**config.mk**
```make
export PLATFORM = sky130hd
export DESIGN_NAME = mrfe_ram
export DESIGN_NICKNAME = d
export VERILOG_FILES = /design/src/hw/rtl/mrfe_ram.sv
export SDC_FILE = /design/constraint.sdc
export NUM_CORES = 2
export LEC_CHECK = 0
export BUFFER_PORTS_ARGS = -buffer_cell sky130_fd_sc_hd__buf_2
export CELL_PAD_IN_SITES_DETAIL_PLACEMENT = 0
export CELL_PAD_IN_SITES_GLOBAL_PLACEMENT = 1
export CORE_ASPECT_RATIO = 1.4
export CORE_MARGIN = 3
export CORE_UTILIZATION = 59
export CTS_BUF_LIST = sky130_fd_sc_hd__clkbuf_2 sky130_fd_sc_hd__clkbuf_4 sky130_fd_sc_hd__clkbuf_8
export CTS_CLUSTER_DIAMETER = 120
export DETAILED_ROUTE_END_ITERATION = 12
export PLACE_DENSITY = 0.92
export SLEW_MARGIN = 0
export SYNTH_ARGS = -nofsm -noshare
export SYNTH_HDL_FRONTEND = slang
export SYNTH_SLANG_ARGS = --single-unit
```
**constraint.sdc**
```tcl
create_clock -name clk_i -period 2.7 [get_ports clk_i]
set_input_delay 0.27 -clock clk_i [delete_from_list [all_inputs] [get_ports clk_i]]
set_output_delay 0.27 -clock clk_i [all_outputs]
set_load 0.005 [all_outputs]
```
**src/hw/rtl/mrfe_ram.sv**
```systemverilog
// ----------------------------------------------------------------------------
// mrfe_ram
// Generic simple dual-port RAM: one write port, one read port, registered read.
// ----------------------------------------------------------------------------
module mrfe_ram #(
  parameter int WIDTH = 8,
  parameter int DEPTH = 256
) (
  input  logic                     clk_i,
  input  logic                     we_i,
  input  logic [$clog2(DEPTH)-1:0] waddr_i,
  input  logic [WIDTH-1:0]         wdata_i,
  input  logic                     re_i,
  input  logic [$clog2(DEPTH)-1:0] raddr_i,
  output logic [WIDTH-1:0]         rdata_o
);

  logic [WIDTH-1:0] mem_q [DEPTH];

  always_ff @(posedge clk_i) begin
    if (we_i) begin
      mem_q[waddr_i] <= wdata_i;
    end
  end

  always_ff @(posedge clk_i) begin
    if (re_i) begin
      rdata_o <= mem_q[raddr_i];
    end
  end

endmodule

```
# Yosys cells after proc, flatten, opt, wreduce, memory -nomap -nowiden
# Memories as Yosys holds them, arrays and structs flattened. A register that Yosys moved wholly into a read port is not among the register bits.
# Cells that the tools add are included.
dict set report word_totals {
  regBits 0
  mem_bits_rw 2048
  output_inout_bits 8
  elab_cells 3
  n_memories 1
}
dict set report classes {
  mux 2
}
# name depth width read_ports rd_ports_with_merged_regs wr line
set mem_list {}
lappend mem_list {mem_q 256 8 1 1 1 18} ;# logic [WIDTH-1:0] mem_q [DEPTH];
# operator n
set op_table {}
lappend op_table {{1-bit two-way mux} 2}

# Longest topological paths before layout
dict set report depth {
  word_depth 2
  ltp_mapped 11
  depth_no_buf 6
}

# Worst setup path after synthesis
# No wires, ideal clock.
dict set report synth_path {
  path_kind {in2reg}
  start {input raddr_i[0]}
  end {register rdata_o[2], read port of mem_q (data pin)}
  arrival_time_ns 2.077
  required_time_ns 2.431
  setup_slack_ns 0.354
  cell_stages 9
  cell_sequence {buf_6 > buf_12 > buf_8 > buf_2 > mux4_2 > a22oi_1 > a21oi_1 > nor4_1 > nor4_2}
}
# element line
set synth_lines {}
lappend synth_lines {{start, declared} 14} ;# input logic [$clog2(DEPTH)-1:0] raddr_i,
lappend synth_lines {{end, declared} 15} ;# output logic [WIDTH-1:0] rdata_o

==> flow_summary.yaml <==
outcome:
  violations: "negative setup slack"
  run_status: "finished, violations left"
sta:
  final_hold_viol_count: 0
  hold_ws_ns: 0.155
  tightestPinTransition_ns: 0.887
  rsz0062_at_grt: "false"
  report.final.setup_viol: 1
  fin_skew_ns: 0.0563
  final_min_period_over_clock_period_pct: 100
  slew_viol_final: 0
  fmax_mhz: 369
  fin_tns_setup_ns: -0.00908
  post-route-worst-setup-slack_ns: -0.00908
  post-route-min-period_ns: 2.71
  slew_headroom_pct: 40.9
synth:
  synthesis.nets: 3760
  synth_cell_types: 54
  synth-edff-count: 2056
  synth.ff_latch_count: 2056
  synth_top_cell_by_area: "sky130_fd_sc_hd__edfxtp_1"
  postSynthAreaPerCell_um2: 21.3
  yosys-top-cells-area: "sky130_fd_sc_hd__edfxtp_1, sky130_fd_sc_hd__mux4_2, sky130_fd_sc_hd__mux2i_1"
  yosys.area.top_type_share_pct: 77.5
  synthesis.yosys.warnings: 0
  ys_top_cells_by_count: "sky130_fd_sc_hd__edfxtp_1, sky130_fd_sc_hd__mux4_2, sky130_fd_sc_hd__nor2_1, sky130_fd_sc_hd__mux2i_1, sky130_fd_sc_hd__a22oi_1"
  synth.yosys.seq_area_share_pct: 77.5
  synth_top_flop_cell: "sky130_fd_sc_hd__edfxtp_1"
  synth-async-reset-ratio_pct: 0
  post_synth_instance_area_um2: 79600
  synthCells: 3733
  yosysMostFrequentCell: "sky130_fd_sc_hd__edfxtp_1"
cts:
  tritoncts: "yes"
  cts.reportedPaths.clkPinSlew_ns: 0.07
  clkLatencyLatePin_ns: 1.00
  ctsHtreeMaxLevel: 5
  clock-sinks: 2056
  tritoncts.num_buffers: 297
  clockBufferDepth: 4
  cts_root_buffer: "sky130_fd_sc_hd__clkbuf_8"
power:
  finalPower_mw: 61.8
  cellPowerDensity_nw_per_um2: 672
  worst_ir_drop_vdd_uv: 594
  power.leakage_nw: 29.9
grt:
  number_of_antenna_violations_at_the_first_check_in_global_routing: 7
  grt_overflow_total: 0
  grt_pass1_wl_um: 297000
  grt_pass1_vias: 44400
  grt_max_degree: 101
  groute.usage.overall_pct: 29.7
place:
  buffer_ports.inserted: 34
  placed_cell_area_um2: 86400
  post-dp-hpwl_um: 132000
  gp_congestion: 0.912
routing:
  detail_route.vias_per_cell: 6.68
  antenna_left: 0
  detailroute.via_count: 42900
  drt_first_iter_violations: 6237
  drc: 0
  route.final.wire_length_um: 202000
  dr.pass1.iters: 6
  drt-wirelength-per-cell_um: 31.4
setup_path:
  critPathCapture: "rdata_o[6]$_DFFE_PP_"
  worstReg2RegEnd: "rdata_o[6]$_DFFE_PP_"
  timing.critical_path.slowest_cell_delay_ns: 0.67
  slowest_stage: "sky130_fd_sc_hd__nor4_1"
  worst_path_dominant_cell_family: "simple AND/OR/NAND/NOR gates"
  worstPathMaxFanout: 2
  series_of_cell_instances_along_the_critical_path: "mux4_2 > o311ai_0 > o22ai_1 > nor4_1 > buf_4 > nor4_2"
  required_time_of_the_critical_path_ns: 3.46
  reg2regPathDepth: 6
  startpoint_type: "flip-flop"
  timing.critical_path.to_type: "flip-flop"
  crit_arrival_ns: 3.46
  critical_path_depth: 6
  worst-path-buf-inv: 1
  timing.reg2reg.setup_slack_ns: -0.009
  regToRegStartpoint: "mem_q[232][6]$_DFFE_PP_"
  timing.setup.critical_path_class: "flip-flop to flip-flop"
  startpoint: "mem_q[232][6]$_DFFE_PP_"
run:
  timing.max_cap.violations: 0
layout:
  post_route_cells_drive_above_1_share_pct: 33.3
  area_growth_syn_to_layout_pct: 15.4
  post_route_cell_area_um2: 91900
  fill_cells: 7343
  num-nets-final: 4507
floorplanning:
  coreArea_um2: 133000
  initial_util_pct: 59.8
  die-area_um2: 139000
  io_pins: 35
  chipHeight_um: 441
  row_count: 158
  die_width_um: 317
min_path:
  timing.hold.worst.class: "input pin to flip-flop"
-- layout by cell type (no fill, tap or decap), drive strengths merged, types with 28 or more instances in the layout --
cell type / instances
edfxtp: 2056
buf: 656
mux4: 456
clkbuf: 381
nor2: 282
mux2i: 134
a22oi: 133
a21oi: 96
clkinv: 96
o221ai: 47
nand3: 34
nand2: 33
nor2b: 31
o22ai: 28
-- through the flow --
stage / instances / utilization, % / setup WS [ns]
CTS: 6419 / 69.0 / 0.0549
global route: 6422 / 69.0 / 0.0299
floorplan: 3733 / - / 0.354
finish: 6425 / 69.0 / -0.00908
global placement: 5924 / 64.9 / -0.901
detailed placement: 5924 / 64.9 / -1.03
-- worst register-to-register path, cell delays in order (launching register included) --
cell and delay (ns):
sky130_fd_sc_hd__edfxtp_1 0.39, sky130_fd_sc_hd__mux4_2 0.50, sky130_fd_sc_hd__o311ai_0 0.34, sky130_fd_sc_hd__o22ai_1 0.20, sky130_fd_sc_hd__nor4_1 0.67, sky130_fd_sc_hd__buf_4 0.30
sky130_fd_sc_hd__nor4_2 0.07
-- timing repair --
item | 4_1_cts | 5_1_grt
endpoints found under the hold margin | 680 | 0
hold buffers | 17 | 0
setup endpoints to repair | 4 | 1
gates resized for setup | 5 | 1
cloned | 0 | 0
setup buffers | 0 | 0
-- how the worst min path moves through the flow --
stage / endpoint / slack, ns / depth (start not counted) / from
2_1_floorplan: mem_q[0][0]$_DFFE_PP_ / 0.37 / 0 / wdata_i[0]
3_3_place_gp: rdata_o[6]$_DFFE_PP_ / 0.70 / 1 / re_i
3_5_place_dp: rdata_o[6]$_DFFE_PP_ / 0.71 / 1 / re_i
4_1_cts: mem_q[138][7]$_DFFE_PP_ / 0.03 / 4 / waddr_i[5]
5_1_grt: mem_q[138][7]$_DFFE_PP_ / 0.12 / 4 / waddr_i[5]
6_report: mem_q[138][7]$_DFFE_PP_ / 0.16 / 4 / waddr_i[4]
-- logic make-up (layout without fill, tap and decap cells) --
logic type             Yosys count  count (layout)  share of synthesized area (%)
DFF                           2056            2056                           77.5
muxes                          591             591                           14.6
and+or+nand+nor                466             466                           2.63
AOI/OAI and AO/OA              385             385                           3.42
buffers and inverters          235            1161                           1.83
other                            0               6                              0
-- power by group --
group | switching (mW) | leakage [nW] | internal, mW
Combinational | 2.19 | 8.59 | 1.44
Sequential | 0.0409 | 18.5 | 35.2
Clock | 11.1 | 2.81 | 11.8
-- area by class of cell --
type / instances / area, µm² / area share [%]
flip-flops and latches: 2056 / 61700 / 67.2
multi-input cells: 1442 / 16500 / 18.0
repair buffers: 681 / 6150 / 6.69
clock buffers: 373 / 4710 / 5.13
well taps: 1760 / 2200 / 2.40
clock inverters: 105 / 582 / 0.633
diodes: 6 / 15.0 / 0.0163
inverters: 2 / 7.51 / 0.00817
-- routing by layer --
metal | GRT usage, % | wire length, µm | vias up
li1 | - | - | 17200
met3 | 6.25 | 20700 | 745
met5 | 0 | 41 | -
met2 | 49.9 | 103000 | 3193
met1 | 35.3 | 63400 | 21800
met4 | 18.1 | 14700 | 6
-- flip-flops by register name (all words and copies together) (netlist names) --
signal	flops
mem_q	2048
rdata_o	8
(Power assumes the default switching activity.)
